<file path="config.mk">
export PLATFORM = sky130hd
export DESIGN_NAME = infix_to_postfix_converter
export DESIGN_NICKNAME = d
export VERILOG_FILES = /design/src/rtl/core/itp_pkg.sv /design/src/rtl/core/itp_stack.sv /design/src/rtl/core/itp_emit.sv /design/src/rtl/core/itp_seq.sv /design/src/rtl/core/infix_to_postfix_converter.sv
export SDC_FILE = /design/constraint.sdc
export NUM_CORES = 1
export LEC_CHECK = 0
export BUFFER_PORTS_ARGS = -buffer_cell sky130_fd_sc_hd__buf_2
export CAP_MARGIN = 10
export CORE_AREA = 2 2 123 125
export CTS_BUF_LIST = sky130_fd_sc_hd__clkbuf_4 sky130_fd_sc_hd__clkbuf_8 sky130_fd_sc_hd__clkbuf_16
export DETAILED_ROUTE_END_ITERATION = 10
export DIE_AREA = 0 0 125 127
export GPL_TIMING_DRIVEN = 0
export HOLD_SLACK_MARGIN = 0.1
export PLACE_DENSITY = 0.64
export SLEW_MARGIN = 15
export SYNTH_ARGS = -nofsm -noshare
export SYNTH_HDL_FRONTEND = slang
export SYNTH_HIERARCHICAL = 1
export SYNTH_SLANG_ARGS = --single-unit
</file>
<file path="constraint.sdc">
create_clock -name i_clk -period 6.95 [get_ports i_clk]
set_input_delay 1.0425 -clock i_clk [delete_from_list [all_inputs] [get_ports i_clk]]
set_output_delay 1.0425 -clock i_clk [all_outputs]
set_load 0.1 [all_outputs]
</file>
<file path="src/rtl/core/itp_pkg.sv">
// itp_pkg: shared types, character and operator codes, and lookup functions
// for the infix-to-postfix converter. No dependencies.
package itp_pkg;

    // ascii characters the converter recognizes
    localparam logic [7:0] CH_LPAREN = 8'h28;
    localparam logic [7:0] CH_RPAREN = 8'h29;
    localparam logic [7:0] CH_EQ     = 8'h3D;
    localparam logic [7:0] CH_PLUS   = 8'h2B;
    localparam logic [7:0] CH_MINUS  = 8'h2D;
    localparam logic [7:0] CH_MUL    = 8'h2A;
    localparam logic [7:0] CH_DIV    = 8'h2F;
    localparam logic [7:0] CH_POW    = 8'h5E;
    localparam logic [7:0] CH_0      = 8'h30;
    localparam logic [7:0] CH_9      = 8'h39;
    localparam logic [7:0] CH_UA     = 8'h41;
    localparam logic [7:0] CH_UZ     = 8'h5A;
    localparam logic [7:0] CH_LA     = 8'h61;
    localparam logic [7:0] CH_LZ     = 8'h7A;
    localparam logic [7:0] CH_NONE   = 8'h00;

    // stack entry codes
    localparam logic [2:0] CODE_LPAREN = 3'd0;
    localparam logic [2:0] CODE_EQ     = 3'd1;
    localparam logic [2:0] CODE_PLUS   = 3'd2;
    localparam logic [2:0] CODE_MINUS  = 3'd3;
    localparam logic [2:0] CODE_MUL    = 3'd4;
    localparam logic [2:0] CODE_DIV    = 3'd5;
    localparam logic [2:0] CODE_POW    = 3'd6;

    // precedence levels
    localparam logic [2:0] PREC_NONE = 3'd0;
    localparam logic [2:0] PREC_EQ   = 3'd1;
    localparam logic [2:0] PREC_ADD  = 3'd2;
    localparam logic [2:0] PREC_MUL  = 3'd3;
    localparam logic [2:0] PREC_POW  = 3'd4;

    typedef enum logic [2:0] {
        S_IDLE,
        S_DECODE,
        S_RD,
        S_TEST,
        S_PUSH,
        S_END,
        S_FIN
    } t_state;

    typedef enum logic [1:0] {
        MODE_CLOSE,
        MODE_OP,
        MODE_FLUSH
    } t_mode;

    // request from the sequencer to the result stage
    typedef struct packed {
        logic       push;  // one more output character
        logic       fin;   // item done, close with last
        logic [7:0] ch;
        logic       eox;
        logic       ovf;
    } t_emit_req;

    // code and valid flag of an operator or '(' character
    typedef struct packed {
        logic       vld;
        logic [2:0] code;
    } t_code;

    function automatic t_code char_code(input logic [7:0] c);
        t_code r;
        r.vld  = 1'b1;
        r.code = CODE_LPAREN;
        unique case (c)
            CH_LPAREN: r.code = CODE_LPAREN;
            CH_EQ:     r.code = CODE_EQ;
            CH_PLUS:   r.code = CODE_PLUS;
            CH_MINUS:  r.code = CODE_MINUS;
            CH_MUL:    r.code = CODE_MUL;
            CH_DIV:    r.code = CODE_DIV;
            CH_POW:    r.code = CODE_POW;
            default:   r.vld  = 1'b0;
        endcase
        return r;
    endfunction

    function automatic logic [7:0] code_char(input logic [2:0] code);
        logic [7:0] r;
        unique case (code)
            CODE_LPAREN: r = CH_LPAREN;
            CODE_EQ:     r = CH_EQ;
            CODE_PLUS:   r = CH_PLUS;
            CODE_MINUS:  r = CH_MINUS;
            CODE_MUL:    r = CH_MUL;
            CODE_DIV:    r = CH_DIV;
            CODE_POW:    r = CH_POW;
            default:     r = CH_NONE;
        endcase
        return r;
    endfunction

    function automatic logic [2:0] code_prec(input logic [2:0] code);
        logic [2:0] r;
        unique case (code)
            CODE_EQ:               r = PREC_EQ;
            CODE_PLUS, CODE_MINUS: r = PREC_ADD;
            CODE_MUL, CODE_DIV:    r = PREC_MUL;
            CODE_POW:              r = PREC_POW;
            default:               r = PREC_NONE;
        endcase
        return r;
    endfunction

    function automatic logic is_left(input logic [2:0] code);
        return (code == CODE_PLUS) || (code == CODE_MINUS) ||
               (code == CODE_MUL) || (code == CODE_DIV);
    endfunction

    function automatic logic is_alnum(input logic [7:0] c);
        return (c >= CH_0 && c <= CH_9) || (c >= CH_UA && c <= CH_UZ) ||
               (c >= CH_LA && c <= CH_LZ);
    endfunction

endpackage

</file>
<file path="src/rtl/core/itp_stack.sv">
// itp_stack: operator stack storage, one write port and one registered read port.
// Depends on nothing; contents are not cleared by reset.
module itp_stack #(
    parameter int STACK_DEPTH = 32,
    localparam int AW = $clog2(STACK_DEPTH)
) (
    input  logic          i_clk,
    input  logic          i_we,
    input  logic [AW-1:0] i_waddr,
    input  logic [2:0]    i_wdata,
    input  logic [AW-1:0] i_raddr,
    output logic [2:0]    o_rdata
);

    logic [2:0] mem [STACK_DEPTH];
    logic [2:0] r_rdata;

    // write and registered read
    always_ff @(posedge i_clk) begin
        if (i_we) begin
            mem[i_waddr] <= i_wdata;
        end
        r_rdata <= mem[i_raddr];
    end

    assign o_rdata = r_rdata;

endmodule

</file>
<file path="src/rtl/core/itp_emit.sv">
// itp_emit: result stage with one held character and an output register,
// so the last result of an item can be flagged. Depends on itp_pkg.
module itp_emit (
    input  logic                 i_clk,
    input  logic                 i_rst_n,
    input  itp_pkg::t_emit_req   i_req,
    output logic                 o_ready,
    output logic                 o_m_tvalid,
    input  logic                 i_m_tready,
    output logic [7:0]           o_symbol,
    output logic                 o_has,
    output logic                 o_eop,
    output logic                 o_ovf,
    output logic                 o_last
);

    logic       r_hold_v;
    logic [7:0] r_hold_ch;
    logic       r_ov;
    logic [7:0] r_sym;
    logic       r_has;
    logic       r_eop;
    logic       r_ovf;
    logic       r_last;
    logic       w_free;

    assign w_free  = !r_ov || i_m_tready;
    assign o_ready = w_free;

    // control: valid flags
    always_ff @(posedge i_clk) begin
        if (!i_rst_n) begin
            r_hold_v <= 1'b0;
            r_ov     <= 1'b0;
        end else if (w_free && i_req.push) begin
            r_hold_v <= 1'b1;
            r_ov     <= r_hold_v;
        end else if (w_free && i_req.fin) begin
            r_hold_v <= 1'b0;
            r_ov     <= r_hold_v || i_req.eox || i_req.ovf;
        end else if (w_free) begin
            r_ov <= 1'b0;
        end
    end

    // payload
    always_ff @(posedge i_clk) begin
        if (w_free && i_req.push) begin
            r_hold_ch <= i_req.ch;
            r_sym     <= r_hold_ch;
            r_has     <= 1'b1;
            r_eop     <= 1'b0;
            r_ovf     <= 1'b0;
            r_last    <= 1'b0;
        end else if (w_free && i_req.fin) begin
            r_sym  <= r_hold_v ? r_hold_ch : itp_pkg::CH_NONE;
            r_has  <= r_hold_v;
            r_eop  <= i_req.eox;
            r_ovf  <= i_req.ovf;
            r_last <= 1'b1;
        end
    end

    assign o_m_tvalid = r_ov;
    assign o_symbol   = r_sym;
    assign o_has      = r_has;
    assign o_eop      = r_eop;
    assign o_ovf      = r_ovf;
    assign o_last     = r_last;

endmodule

</file>
<file path="src/rtl/core/itp_seq.sv">
// itp_seq: sequencer that walks the operator stack one entry per step, using a
// single precedence compare unit. Depends on itp_pkg.
module itp_seq #(
    parameter int STACK_DEPTH = 32,
    localparam int AW = $clog2(STACK_DEPTH),
    localparam int CW = $clog2(STACK_DEPTH + 1)
) (
    input  logic                 i_clk,
    input  logic                 i_rst_n,
    input  logic                 i_valid,
    output logic                 o_ready,
    input  logic [7:0]           i_symbol,
    input  logic                 i_eox,
    output itp_pkg::t_emit_req   o_req,
    input  logic                 i_emit_ready,
    output logic                 o_we,
    output logic [AW-1:0]        o_waddr,
    output logic [2:0]           o_wdata,
    output logic [AW-1:0]        o_raddr,
    input  logic [2:0]           i_rdata
);

    itp_pkg::t_state r_state, n_state;
    itp_pkg::t_mode  r_mode, n_mode;
    logic [7:0]      r_sym;
    logic            r_eox;
    logic            r_ovf;
    logic [CW-1:0]   r_count;
    logic [CW-1:0]   w_cnt_m1;

    itp_pkg::t_code  w_code;
    logic            w_alnum;
    logic            w_close;
    logic            w_empty;
    logic            w_full;
    logic            w_top_lp;
    logic            w_prec_pop;
    logic            w_pop_emit;
    logic            w_pop;

    // classify the held character
    assign w_code  = itp_pkg::char_code(r_sym);
    assign w_alnum = itp_pkg::is_alnum(r_sym);
    assign w_close = (r_sym == itp_pkg::CH_RPAREN);
    assign w_empty = (r_count == '0);
    assign w_full  = (r_count >= CW'(STACK_DEPTH));

    // shared compare unit: stacked operator against incoming one
    assign w_top_lp   = (i_rdata == itp_pkg::CODE_LPAREN);
    assign w_prec_pop = (itp_pkg::code_prec(i_rdata) > itp_pkg::code_prec(w_code.code)) ||
                        (itp_pkg::is_left(w_code.code) &&
                         itp_pkg::code_prec(i_rdata) == itp_pkg::code_prec(w_code.code));

    assign w_pop_emit = (r_state == itp_pkg::S_TEST) &&
                        (((r_mode == itp_pkg::MODE_CLOSE) && !w_top_lp) ||
                         ((r_mode == itp_pkg::MODE_OP) && w_prec_pop) ||
                         (r_mode == itp_pkg::MODE_FLUSH));
    assign w_pop = (w_pop_emit && i_emit_ready) ||
                   ((r_state == itp_pkg::S_TEST) && (r_mode == itp_pkg::MODE_CLOSE) &&
                    w_top_lp);

    // stack addressing
    assign w_cnt_m1 = r_count - CW'(1);
    assign o_raddr  = w_cnt_m1[AW-1:0];
    assign o_waddr  = r_count[AW-1:0];
    assign o_wdata  = w_code.code;

    // next state
    always_comb begin
        n_state = r_state;
        n_mode  = r_mode;
        unique case (r_state)
            itp_pkg::S_IDLE: begin
                if (i_valid) begin
                    n_state = itp_pkg::S_DECODE;
                end
            end
            itp_pkg::S_DECODE: begin
                n_mode = w_close ? itp_pkg::MODE_CLOSE : itp_pkg::MODE_OP;
                priority if (w_alnum) begin
                    n_state = i_emit_ready ? itp_pkg::S_END : itp_pkg::S_DECODE;
                end else if (w_close) begin
                    n_state = itp_pkg::S_RD;
                end else if (w_code.vld && w_code.code == itp_pkg::CODE_LPAREN) begin
                    n_state = itp_pkg::S_PUSH;
                end else if (w_code.vld) begin
                    n_state = itp_pkg::S_RD;
                end else begin
                    n_state = itp_pkg::S_END;
                end
            end
            itp_pkg::S_END: begin
                if (r_eox && !w_empty) begin
                    n_mode  = itp_pkg::MODE_FLUSH;
                    n_state = itp_pkg::S_RD;
                end else begin
                    n_state = itp_pkg::S_FIN;
                end
            end
            itp_pkg::S_RD: begin
                if (!w_empty) begin
                    n_state = itp_pkg::S_TEST;
                end else begin
                    unique case (r_mode)
                        itp_pkg::MODE_CLOSE: n_state = itp_pkg::S_END;
                        itp_pkg::MODE_OP:    n_state = itp_pkg::S_PUSH;
                        default:             n_state = itp_pkg::S_FIN;
                    endcase
                end
            end
            itp_pkg::S_TEST: begin
                priority if (w_pop_emit) begin
                    n_state = i_emit_ready ? itp_pkg::S_RD : itp_pkg::S_TEST;
                end else if (r_mode == itp_pkg::MODE_CLOSE) begin
                    n_state = itp_pkg::S_END;
                end else begin
                    n_state = itp_pkg::S_PUSH;
                end
            end
            itp_pkg::S_PUSH: begin
                n_state = itp_pkg::S_END;
            end
            itp_pkg::S_FIN: begin
                if (i_emit_ready) begin
                    n_state = itp_pkg::S_IDLE;
                end
            end
            default: begin
                n_state = itp_pkg::S_IDLE;
            end
        endcase
    end

    // outputs per state
    always_comb begin
        o_ready   = (r_state == itp_pkg::S_IDLE);
        o_we      = (r_state == itp_pkg::S_PUSH) && !w_full;
        o_req     = '0;
        o_req.ch  = r_sym;
        o_req.eox = r_eox;
        o_req.ovf = r_ovf;
        unique case (r_state)
            itp_pkg::S_DECODE: o_req.push = w_alnum;
            itp_pkg::S_TEST: begin
                o_req.push = w_pop_emit;
                o_req.ch   = itp_pkg::code_char(i_rdata);
            end
            itp_pkg::S_FIN:    o_req.fin = 1'b1;
            default:           o_req.push = 1'b0;
        endcase
    end

    // control registers
    always_ff @(posedge i_clk) begin
        if (!i_rst_n) begin
            r_state <= itp_pkg::S_IDLE;
            r_mode  <= itp_pkg::MODE_OP;
            r_count <= '0;
            r_ovf   <= 1'b0;
        end else begin
            r_state <= n_state;
            r_mode  <= n_mode;
            if (o_we) begin
                r_count <= r_count + CW'(1);
            end else if (w_pop) begin
                r_count <= w_cnt_m1;
            end
            if (r_state == itp_pkg::S_IDLE) begin
                r_ovf <= 1'b0;
            end else if (r_state == itp_pkg::S_PUSH && w_full) begin
                r_ovf <= 1'b1;
            end
        end
    end

    // item capture
    always_ff @(posedge i_clk) begin
        if (o_ready && i_valid) begin
            r_sym <= i_symbol;
            r_eox <= i_eox;
        end
    end

endmodule

</file>
<file path="src/rtl/core/infix_to_postfix_converter.sv">
// infix_to_postfix_converter: shunting-yard conversion, one character per transaction.
// A letter or digit goes to the held character of the result stage, then to its output register.
// A new character is taken only in the idle state, once the last one is fully handled: its
// walk of the stack, every pop and any end-of-expression flush, plus any output stall.
// Reset: synchronous active-low, clears sequencer, stack count and result stage.
module infix_to_postfix_converter #(
    parameter int STACK_DEPTH = 32,
    localparam int AW = $clog2(STACK_DEPTH)
) (
    input  logic       i_clk,
    input  logic       i_rst_n,
    input  logic       i_s_axis_tvalid,
    output logic       o_s_axis_tready,
    input  logic [7:0] i_s_axis_tdata,   // [7:0] symbol
    input  logic       i_s_axis_tlast,   // end_of_expr
    output logic       o_m_axis_tvalid,
    input  logic       i_m_axis_tready,
    output logic [7:0] o_m_axis_tdata,   // [7:0] out_symbol
    output logic [2:0] o_m_axis_tuser,   // [0] has_symbol, [1] end_of_postfix, [2] overflow
    output logic       o_m_axis_tlast    // last
);

    itp_pkg::t_emit_req w_req;
    logic               w_emit_ready;
    logic               w_we;
    logic [AW-1:0]      w_waddr;
    logic [2:0]         w_wdata;
    logic [AW-1:0]      w_raddr;
    logic [2:0]         w_rdata;

    // sequencer with shared precedence compare
    itp_seq #(
        .STACK_DEPTH(STACK_DEPTH)
    ) u_seq (
        .i_clk        (i_clk),
        .i_rst_n      (i_rst_n),
        .i_valid      (i_s_axis_tvalid),
        .o_ready      (o_s_axis_tready),
        .i_symbol     (i_s_axis_tdata),
        .i_eox        (i_s_axis_tlast),
        .o_req        (w_req),
        .i_emit_ready (w_emit_ready),
        .o_we         (w_we),
        .o_waddr      (w_waddr),
        .o_wdata      (w_wdata),
        .o_raddr      (w_raddr),
        .i_rdata      (w_rdata)
    );

    // operator stack
    itp_stack #(
        .STACK_DEPTH(STACK_DEPTH)
    ) u_stack (
        .i_clk   (i_clk),
        .i_we    (w_we),
        .i_waddr (w_waddr),
        .i_wdata (w_wdata),
        .i_raddr (w_raddr),
        .o_rdata (w_rdata)
    );

    // result stage
    itp_emit u_emit (
        .i_clk      (i_clk),
        .i_rst_n    (i_rst_n),
        .i_req      (w_req),
        .o_ready    (w_emit_ready),
        .o_m_tvalid (o_m_axis_tvalid),
        .i_m_tready (i_m_axis_tready),
        .o_symbol   (o_m_axis_tdata),
        .o_has      (o_m_axis_tuser[0]),
        .o_eop      (o_m_axis_tuser[1]),
        .o_ovf      (o_m_axis_tuser[2]),
        .o_last     (o_m_axis_tlast)
    );

endmodule

</file>
==> flow_summary.ini, run 1 <==
[drt]
routed_wl_um = 12400
num_vias = 3792
ant_nets = 0
wl_per_cell_um = 18.0
vias_per_cell = 5.51
drcViolationCount = 0
drt-initial-drc-count = 262
firstDrtPassIters = 5

[clock_network]
post_cts_buffers = 0
cts_buffer_depth = 2
clock_sinks = 142
cts_tree = yes
clk-insertion-delay-late_ns = 0.42
cts_root_buf = clkbuf_16
clk_pin_slew_ns = 0.06
cts-hold-fix-buffers = 0
cts-buffers-inserted = 17
htree_levels = 4
post_cts_resized = 0

[setup_path]
crit_top_cell = nor2_1
path_class = register to register
slowest_stage = nor2b_2
start_kind = register
crit_fanout = 16
max_stage_delay_ns = 0.55
critPathTopFamily = compound AO/OA/AOI/OAI gates
cp.arrival_ns = 4.44
timing.rr.start = u_seq/r_sym[4]
end_kind = register
required_ns = 7.08
path_buf_inv = 3
path_cells = clkbuf_1 > nand4bb_1 > nor2_1 > nor2_1 > a2bb2oi_1 > nor2b_2 > ha_1 > inv_1 > o41ai_1 > ha_1 > nand2b_1 > a31oi_1 > o31a_1 > nor2_1 > a21o_1 > o21ai_1 > inv_1
startpoint = u_seq/r_sym[4]

[timing]
rsz0062_at_grt = false
finalSetupViolCount = 0
tightest_slew_ns = 0.790
slew_headroom_pct = 46.9
finalHoldViolations = 0
max_freq_mhz = 232
finalCritPeriodShare_pct = 62.1
hold_ws_ns = 0.482
fin_skew_ns = 0.00981
timing.setup.tns_ns = 0
final_max_slew_viol_count = 0
finalWorstSetupSlack_ns = 2.63
post-route-min-period_ns = 4.32

[synth]
syn_inst = 444
synth_area_leader_cell = edfxtp_1
synthesis.nets = 464
synth_seq_cells = 142
netlist_top_cells_area = edfxtp_1, mux4_2, dfxtp_1
synth_edf_count = 121
yosysTopAreaCellShare_pct = 56.1
synth-main-ff-cell = edfxtp_1
seq_area_frac_synth_pct = 62.6
async_reset_ff_share_pct = 0
synth_area_per_cell_um2 = 14.6
ys_warn_count = 6
ys_types = 70
syn_area_um2 = 6480

[power_and_ir_drop]
power_mw = 2.71
power_density_nw_per_um2 = 363
power.leakage_nw = 2.61
max-vdd-ir-drop_mv = 0.203

[floorplanning]
dieArea_um2 = 15900
die_w_um = 125
initial_core_util_pct = 44.9
die_y_um = 127
io_pins = 27
core_area_um2 = 14400
num_rows = 44

[min_path]
hold_class = register to register
min-delay-start = u_emit/o_eop

[grt]
grt_max_degree = 33
antenna_found_initial = 0
grt_usage_pct = 16.5
grt_remaining_overflow = 0
grt_pass1_vias = 3832
grt_pass1_wl_um = 20000

[cells_and_area]
area_growth_pct = 15.6
layout_commonest_cell = edfxtp_1
nets = 511
fill_cells = 1219
drive_above_1_share_pct = 26.8
fin_cells = 688
final_core_utilization_pct = 51.9
antenna_cells = 0
final_area_um2 = 7480
final_cell_mix = edfxtp_1, nor2_1, mux4_2, buf_2, nand2_1

[placed_design]
post-dp-hpwl_um = 8460
dp_worst_setup_slack_ns = 2.65
gp_congestion = 0.847
portBuffers = 26
dpl-instance-area_um2 = 6880
place_inst = 656

[outcome]
status = complete, no violations

[run]
cap_violations = 0
-- logic make-up after synthesis --
group	after synthesis	share of synthesized area, %
and+or+nand+nor	145	12.3
adders and majority gates	7	1.35
DFF	142	62.6
buffers and inverters	43	3.75
xor gates and xnor gates	4	0.541
muxes	39	11.9
AOI/OAI and AO/OA	64	7.52
-- Yosys cell counts (4+ instances only) --
master,n
o21ai_0,6
nand2_1,26
nand2b_1,5
a22o_1,4
buf_4,9
buf_6,5
dfxtp_1,21
nand3b_1,5
and2_1,4
edfxtp_1,121
nor3_1,8
ha_1,7
a31oi_1,7
clkbuf_1,14
nor2_1,53
nor3b_1,5
nand3_1,6
mux2i_1,6
nor2b_2,8
mux4_2,29
a21oi_1,12
inv_1,13
-- area by class of cell --
class                           count  area, um2  share of cell area (%)
Tap cell                          184        230                    3.08
Buffer                             30        194                    2.59
Multi-Input combinational cell    259       2200                    29.3
Sequential cell                   142       4050                    54.2
Clock buffer                       19        440                    5.88
Inverter                           13       48.8                   0.652
Timing Repair Buffer               28        156                    2.09
Clock inverter                     13        165                    2.21
-- where the power goes --
| part | switching, mW | internal [mW] |
|---|---|---|
| sequential | 0.0320 | 0.982 |
| clock | 0.344 | 0.573 |
| combinational | 0.461 | 0.321 |
-- final timing paths --
path,end,slack (ns),depth (start not counted)
max,u_emit/o_symbol[7],2.63,17
min,u_emit/o_eop,0.48,1
max reg2reg,u_emit/o_symbol[7],2.63,17
min reg2reg,u_emit/o_eop,0.48,1
-- layer usage --
| metal | wire length, um | global-route usage (%) | vias to the layer above |
|---|---|---|---|
| met2 | 6220 | 27.7 | 89 |
| met4 | 238 | 7.12 | 0 |
| met1 | 5360 | 20.3 | 1891 |
| met3 | 565 | 4.27 | 19 |
| met5 | 0 | 0 | - |
| li1 | - | - | 1793 |
-- sequential cells by signal, indices dropped and copies added, names as in the netlist, 2 cells and up --
register	count
u_seq/r_sym	8
u_emit/o_symbol	8
u_seq/r_state	3
u_stack/o_rdata	3
u_seq/r_mode	2
u_stack/mem	96
u_emit/r_hold_ch	8
u_seq/r_count	6
Power figures use the tool's default switching activity.
==> inputs of run 2 (changes only) <==
Settings changed: ABC_AREA from default to 1, CORE_AREA 2 2 123 125 to 2 2 125 127, DIE_AREA 0 0 125 127 to 0 0 127 129, PLACE_DENSITY 0.64 to 0.65.
Clock period 6.95 ns to 3.85 ns, I/O delays scaled along.
==> flow_summary.ini, run 2 <==
[timing]
rsz0062_at_grt = false
final_max_slew_viol_count = 0
hold_ws_ns = 0.327
finalHoldViolations = 0
finalSetupViolCount = 0
tightest_slew_ns = 1.09
finalCritPeriodShare_pct = 88.6
slew_headroom_pct = 27.0
max_freq_mhz = 293
post-route-min-period_ns = 3.41
finalWorstSetupSlack_ns = 0.439
fin_skew_ns = 0.00972

[grt]
grt_pass1_vias = 4846
antenna_found_initial = 0
grt_usage_pct = 19.3
grt_max_degree = 33
grt_remaining_overflow = 0
grt_pass1_wl_um = 24100

[setup_path]
required_ns = 4.02
timing.rr.start = u_seq/r_sym[3]
critPathTopFamily = simple AND/OR/NAND/NOR gates
end_kind = register
crit_fanout = 10
path_cells = nand2_1 > nor2_1 > nand2_1 > nand2_1 > a21oi_4 > clkinvlp_4 > ha_1 > or2_2 > ha_1 > nand3_1 > nor2_1 > nor2_1 > nand2_1 > nand2_1 > nand2_1 > nand2_1 > nand2_2 > inv_2 > nor2_4 > nor2_1
rrSetupSlack_ns = 0.44
slowest_stage = edfxtp_1
path_class = register to register
start_kind = register
path_buf_inv = 2
cp.arrival_ns = 3.58
ff2ff_path_depth = 20
r2r_end = u_emit/o_symbol[3]
max_stage_delay_ns = 0.50
crit_top_cell = nand2_1

[synth]
synthesis.nets = 730
ys_warn_count = 6
synth_edf_count = 121
seq_area_frac_synth_pct = 61.3
ys_types = 31
netlist_top_cells_area = edfxtp_1, nand2_1, nand3_1
synth_area_per_cell_um2 = 9.31
yosysTopAreaCellShare_pct = 55.0
synth.most_common_cell = nand2_1
synth-main-ff-cell = edfxtp_1
synth_seq_cells = 142
syn_inst = 710
synthTopCellsByCount = nand2_1, edfxtp_1, nand3_1
synth_area_leader_cell = edfxtp_1
syn_area_um2 = 6610
async_reset_ff_share_pct = 0

[clock_network]
clk-insertion-delay-late_ns = 0.43
cts-buffers-inserted = 17
htree_levels = 4
cts_root_buf = clkbuf_16
clk_pin_slew_ns = 0.06
clock_sinks = 142
cts_tree = yes
cts_buffer_depth = 2

[floorplanning]
die_y_um = 129
initial_core_util_pct = 44.1
core_area_um2 = 15000
io_pins = 27
dieArea_um2 = 16400
num_rows = 45
die_w_um = 127

[placed_design]
gp_congestion = 0.903
dp_worst_setup_slack_ns = -0.237
portBuffers = 26
post-dp-hpwl_um = 10100

[min_path]
holdPathStages = 1
holdPathEnd = u_seq/r_sym[5]
hold_class = primary input to register
min-delay-start = i_s_axis_tdata[5]

[drt]
ant_nets = 0
drcViolationCount = 0
firstDrtPassIters = 5
vias_per_cell = 5.27
wl_per_cell_um = 15.6
routed_wl_um = 15000
drt-initial-drc-count = 462
num_vias = 5058

[outcome]
status = complete, no violations

[cells_and_area]
largest_register_ffs = 96
layout_commonest_cell = nand2_1
antenna_cells = 0
nets = 778
area_growth_pct = 15.1
final_cell_mix = nand2_1, edfxtp_1, nand3_1, nor2_1, inv_1
regMostFlops = u_stack/mem
drive_above_1_share_pct = 13.5

[run]
cap_violations = 0

[power_and_ir_drop]
max-vdd-ir-drop_mv = 0.333
power_density_nw_per_um2 = 615
power_mw = 4.68
power.leakage_nw = 3.18
## run 2: cell types whose count changed after synthesis, moves of 6 or more
cell / change
clkbuf_1: -11
inv_1: +37
mux4_2: -29
inv_2: +9
o21ai_0: +15
a31oi_1: -6
buf_2: +11
nor2_1: +43
nand3_1: +98
nand2_1: +184
mux2i_1: -6
nor2b_2: -8
## run 2: layout make-up
type / instances / area (um2)
flip-flops and latches: 142 / 4050
inverters: 59 / 225
fillers: 1372 / 7370
plain buffers: 28 / 171
multi-input cells: 481 / 2180
repair inverters: 1 / 5.00
clock buffers: 17 / 425
repair buffers: 28 / 153
well taps: 188 / 235
clock inverters: 15 / 161
## run 2: worst reg2reg max path, cell delays in order (launching register included)
cell and delay, ns:
edfxtp_1 0.50, nand2_1 0.15, nor2_1 0.06, nand2_1 0.10, nand2_1 0.13, a21oi_4 0.25
clkinvlp_4 0.14, ha_1 0.19, or2_2 0.29, ha_1 0.27, nand3_1 0.09, nor2_1 0.09
nor2_1 0.04, nand2_1 0.05, nand2_1 0.09, nand2_1 0.10, nand2_1 0.08, nand2_2 0.13
inv_2 0.12, nor2_4 0.20, nor2_1 0.07
## run 2: worst max-delay path by stage
stage / start / endpoint / depth (start not counted)
3_5_place_dp: u_seq/r_sym[4] / u_emit/o_symbol[6] / 20
5_1_grt: u_seq/r_sym[3] / u_emit/o_symbol[6] / 20
6_report: u_seq/r_sym[3] / u_emit/o_symbol[3] / 20
2_1_floorplan: u_seq/r_sym[4] / u_emit/o_symbol[0] / 20
4_1_cts: u_seq/r_sym[3] / u_emit/o_symbol[3] / 20
3_3_place_gp: u_seq/r_sym[4] / u_emit/o_symbol[7] / 20
## run 2: cells by family (layout without fill, tap and decap cells)
logic type	Yosys count	count (layout)	synth area share, %
xor+xnor	6	6	0.795
flops	142	142	61.3
buf+inv	87	148	5.94
simple gates	431	431	27.5
compound gates	37	37	3.07
fa+ha+maj	7	7	1.33
## run 2: what timing repair did
item,4_1_cts,5_1_grt
hold buffers,0,0
setup buffers,1,0
setup endpoints to repair,26,26
resized for setup,1,3
gates cloned,1,0
## run 2: routing by layer
layer  routed length, um  GRT usage [%]  up-vias
met5                   0              0        -
met4                 302           7.89        0
met3                1000           5.11       24
met2                7190           32.1      195
met1                6470           24.2     2374
li1                    -              -     2465
## run 2: power breakdown
part,internal [mW],switching [mW]
clock network,0.962,0.650
registers,1.75,0.0635
logic,0.352,0.900
## run 2: per-stage QoR
| stage | area [um2] | instances | util, % | TNS [ns] |
|---|---|---|---|---|
| 6_report | 7610 | 959 | 50.8 | 0 |
| 2_1_floorplan | 6610 | 710 | - | 0 |
| 3_3_place_gp | 6970 | 924 | 46.6 | -2.86 |
| 3_5_place_dp | 6990 | 925 | 46.7 | -4.34 |
| 5_1_grt | 7610 | 959 | 50.8 | 0 |
| 4_1_cts | 7590 | 959 | 50.7 | 0 |
==> inputs of run 3 (changes only) <==
Settings changed: CELL_PAD_IN_SITES_DETAIL_PLACEMENT from default to 2, CELL_PAD_IN_SITES_GLOBAL_PLACEMENT from default to 2, CORE_AREA 2 2 125 127 to 2 2 141 143, DIE_AREA 0 0 127 129 to 0 0 143 145, PLACE_DENSITY 0.65 to 0.77.
==> flow_summary.ini, run 3 (synthesized netlist as in run 2, its figures left out) <==
[clock_network]
cts_tree = yes
clk_pin_slew_ns = 0.07
cts-hold-fix-buffers = 0
cts-buffers-inserted = 17
cts_buffer_depth = 2
clk-insertion-delay-late_ns = 0.43
clock_sinks = 142
cts_root_buf = clkbuf_16
htree_levels = 4

[power_and_ir_drop]
power.leakage_nw = 3.21
p_switching_mw = 1.80
p_int_mw = 3.03
max-vdd-ir-drop_mv = 0.381
power_density_nw_per_um2 = 623
p_seq_share_pct = 37.5
p_clk_share_pct = 34.2
netSwitchingFraction_pct = 37.2
pwr-share-comb_pct = 28.3

[cells_and_area]
fill_cells = 2098
antenna_cells = 0
regArea_um2 = 4050
drive_above_1_share_pct = 14.3
regMostFlops = u_stack/mem
largest_register_ffs = 96
layout_commonest_cell = nand2_1
final_cell_mix = nand2_1, edfxtp_1, nand3_1, nor2_1, inv_1
multi_input_area_um2 = 2180
final_area_um2 = 7760
area_growth_pct = 17.4
nets = 784

[setup_path]
max_stage_delay_ns = 0.47
required_ns = 4.12
start_kind = register
crit_top_cell = nand2_1
end_kind = register
cp.arrival_ns = 3.82
crit_fanout = 10
slowest_stage = edfxtp_1
path_class = register to register
path_buf_inv = 4
path_cells = inv_1 > nand2_1 > nor2_1 > nand2_1 > nand2_1 > a21oi_4 > clkinvlp_4 > ha_1 > or2_2 > ha_1 > nand3_1 > nor2_1 > nor2_1 > nand2_1 > nand2_1 > nand2_1 > nand2_1 > nand2_2 > inv_2 > nor2_4 > buf_4 > nor2_1
critPathTopFamily = simple AND/OR/NAND/NOR gates

[placed_design]
dpl-instance-area_um2 = 7100
gp_congestion = 0.780
portBuffers = 26
dp_worst_setup_slack_ns = -0.545
post-dp-hpwl_um = 13800

[grt]
grt_pass1_wl_um = 31800
grt_pass1_vias = 5768
grt_usage_pct = 20.3
antenna_found_initial = 0
grt_max_degree = 33
grt_remaining_overflow = 0

[floorplanning]
num_rows = 51
dieArea_um2 = 20700
io_pins = 27
die_w_um = 143
core_area_um2 = 19200
die_y_um = 145
initial_core_util_pct = 34.4

[drt]
routed_wl_um = 20300
num_vias = 5225
wl_per_cell_um = 19.5
ant_nets = 0
firstDrtPassIters = 4
vias_per_cell = 5.01
drcViolationCount = 0
drt-initial-drc-count = 227

[timing]
finalCritPeriodShare_pct = 92.3
max_freq_mhz = 281
rsz0062_at_grt = true
slew_headroom_pct = 23.9
hold_ws_ns = 0.325
finalHoldViolations = 0
tightest_slew_ns = 1.13
post-route-min-period_ns = 3.55
finalSetupViolCount = 0
final_max_slew_viol_count = 0
fin_skew_ns = 0.0107
finalWorstSetupSlack_ns = 0.298

[run]
cap_violations = 0

[outcome]
status = complete, no violations

[min_path]
hold_class = primary input to register
run 3: cell count changes in the layout (fill, tap and decap cells not counted), sizes merged:
cell	before	now
buf	53	58
clkbuf	20	21
bufinv	2	1
inv	64	66
clkinv	2	4
clkinvlp	7	4
run 3: metrics by stage:
| step | utilization (%) | TNS (ns) | power, mW | instances |
|---|---|---|---|---|
| global route | 40.4 | -0.0380 | 5.10 | 1042 |
| CTS | 40.1 | 0 | 4.86 | 1037 |
| floorplan | - | 0 | 2.77 | 710 |
| global placement | 36.8 | -7.37 | 3.11 | 1001 |
| finish | 40.4 | 0 | 4.83 | 1042 |
| detailed placement | 36.9 | -12.76 | 3.18 | 1003 |
run 3: final timing paths:
path	slack, ns	cells after the start	endpoint	startpoint
worst max-delay path	0.30	22	u_emit/o_symbol[2]	u_seq/r_sym[0]
worst min register to register	0.49	2	u_emit/o_eop	u_emit/o_eop
worst min-delay path	0.32	1	u_seq/r_eox	i_s_axis_tlast
worst max register to register	0.30	22	u_emit/o_symbol[2]	u_seq/r_sym[0]
run 3: worst reg2reg max path, stage by stage, from the launching register on:
cell        delay (ns)
edfxtp_1          0.47
inv_1             0.11
nand2_1           0.10
nor2_1            0.05
nand2_1           0.13
nand2_1           0.14
a21oi_4           0.18
clkinvlp_4        0.11
ha_1              0.17
or2_2             0.29
ha_1              0.28
nand3_1           0.12
nor2_1            0.05
nor2_1            0.08
nand2_1           0.06
nand2_1           0.13
nand2_1           0.10
nand2_1           0.15
nand2_2           0.11
inv_2             0.23
nor2_4            0.07
buf_4             0.16
nor2_1            0.12
run 3: power by group through the flow:
stage	Clock, mW	Sequential, mW	Combinational [mW]
after global routing	1.75	1.83	1.52
after CTS	1.69	1.81	1.36
after global placement	0	1.84	1.27
final	1.65	1.81	1.37
after floorplan	0	1.96	0.809
after detailed placement	0	1.85	1.33
run 3: layout make-up:
| class | count | area share (%) |
|---|---|---|
| timing repair inverter | 1 | 0.0645 |
| timing repair buffer | 34 | 2.56 |
| clock inverter | 15 | 2.16 |
| multi-input combinational | 481 | 28.1 |
| buffer | 28 | 2.21 |
| clock buffer | 17 | 5.48 |
| sequential | 142 | 52.2 |
| tap | 265 | 4.27 |
| inverter | 59 | 2.90 |
run 3: routing by layer:
layer	vias up	part of all wire (%)	GRT usage [%]
li1	2479	-	-
met2	66	53	35.9
met1	2662	43	25.2
met3	18	2.6	4.03
met4	0	1.2	5.20
met5	-	0	0
run 3: timing repair:
item | in CTS | in global routing
pin swaps | 0 | 1
setup endpoints to repair | 39 | 25
hold endpoints to repair | 0 | 0
cloned | 1 | 0
buffers inserted | 1 | 5
resized for setup | 2 | 3
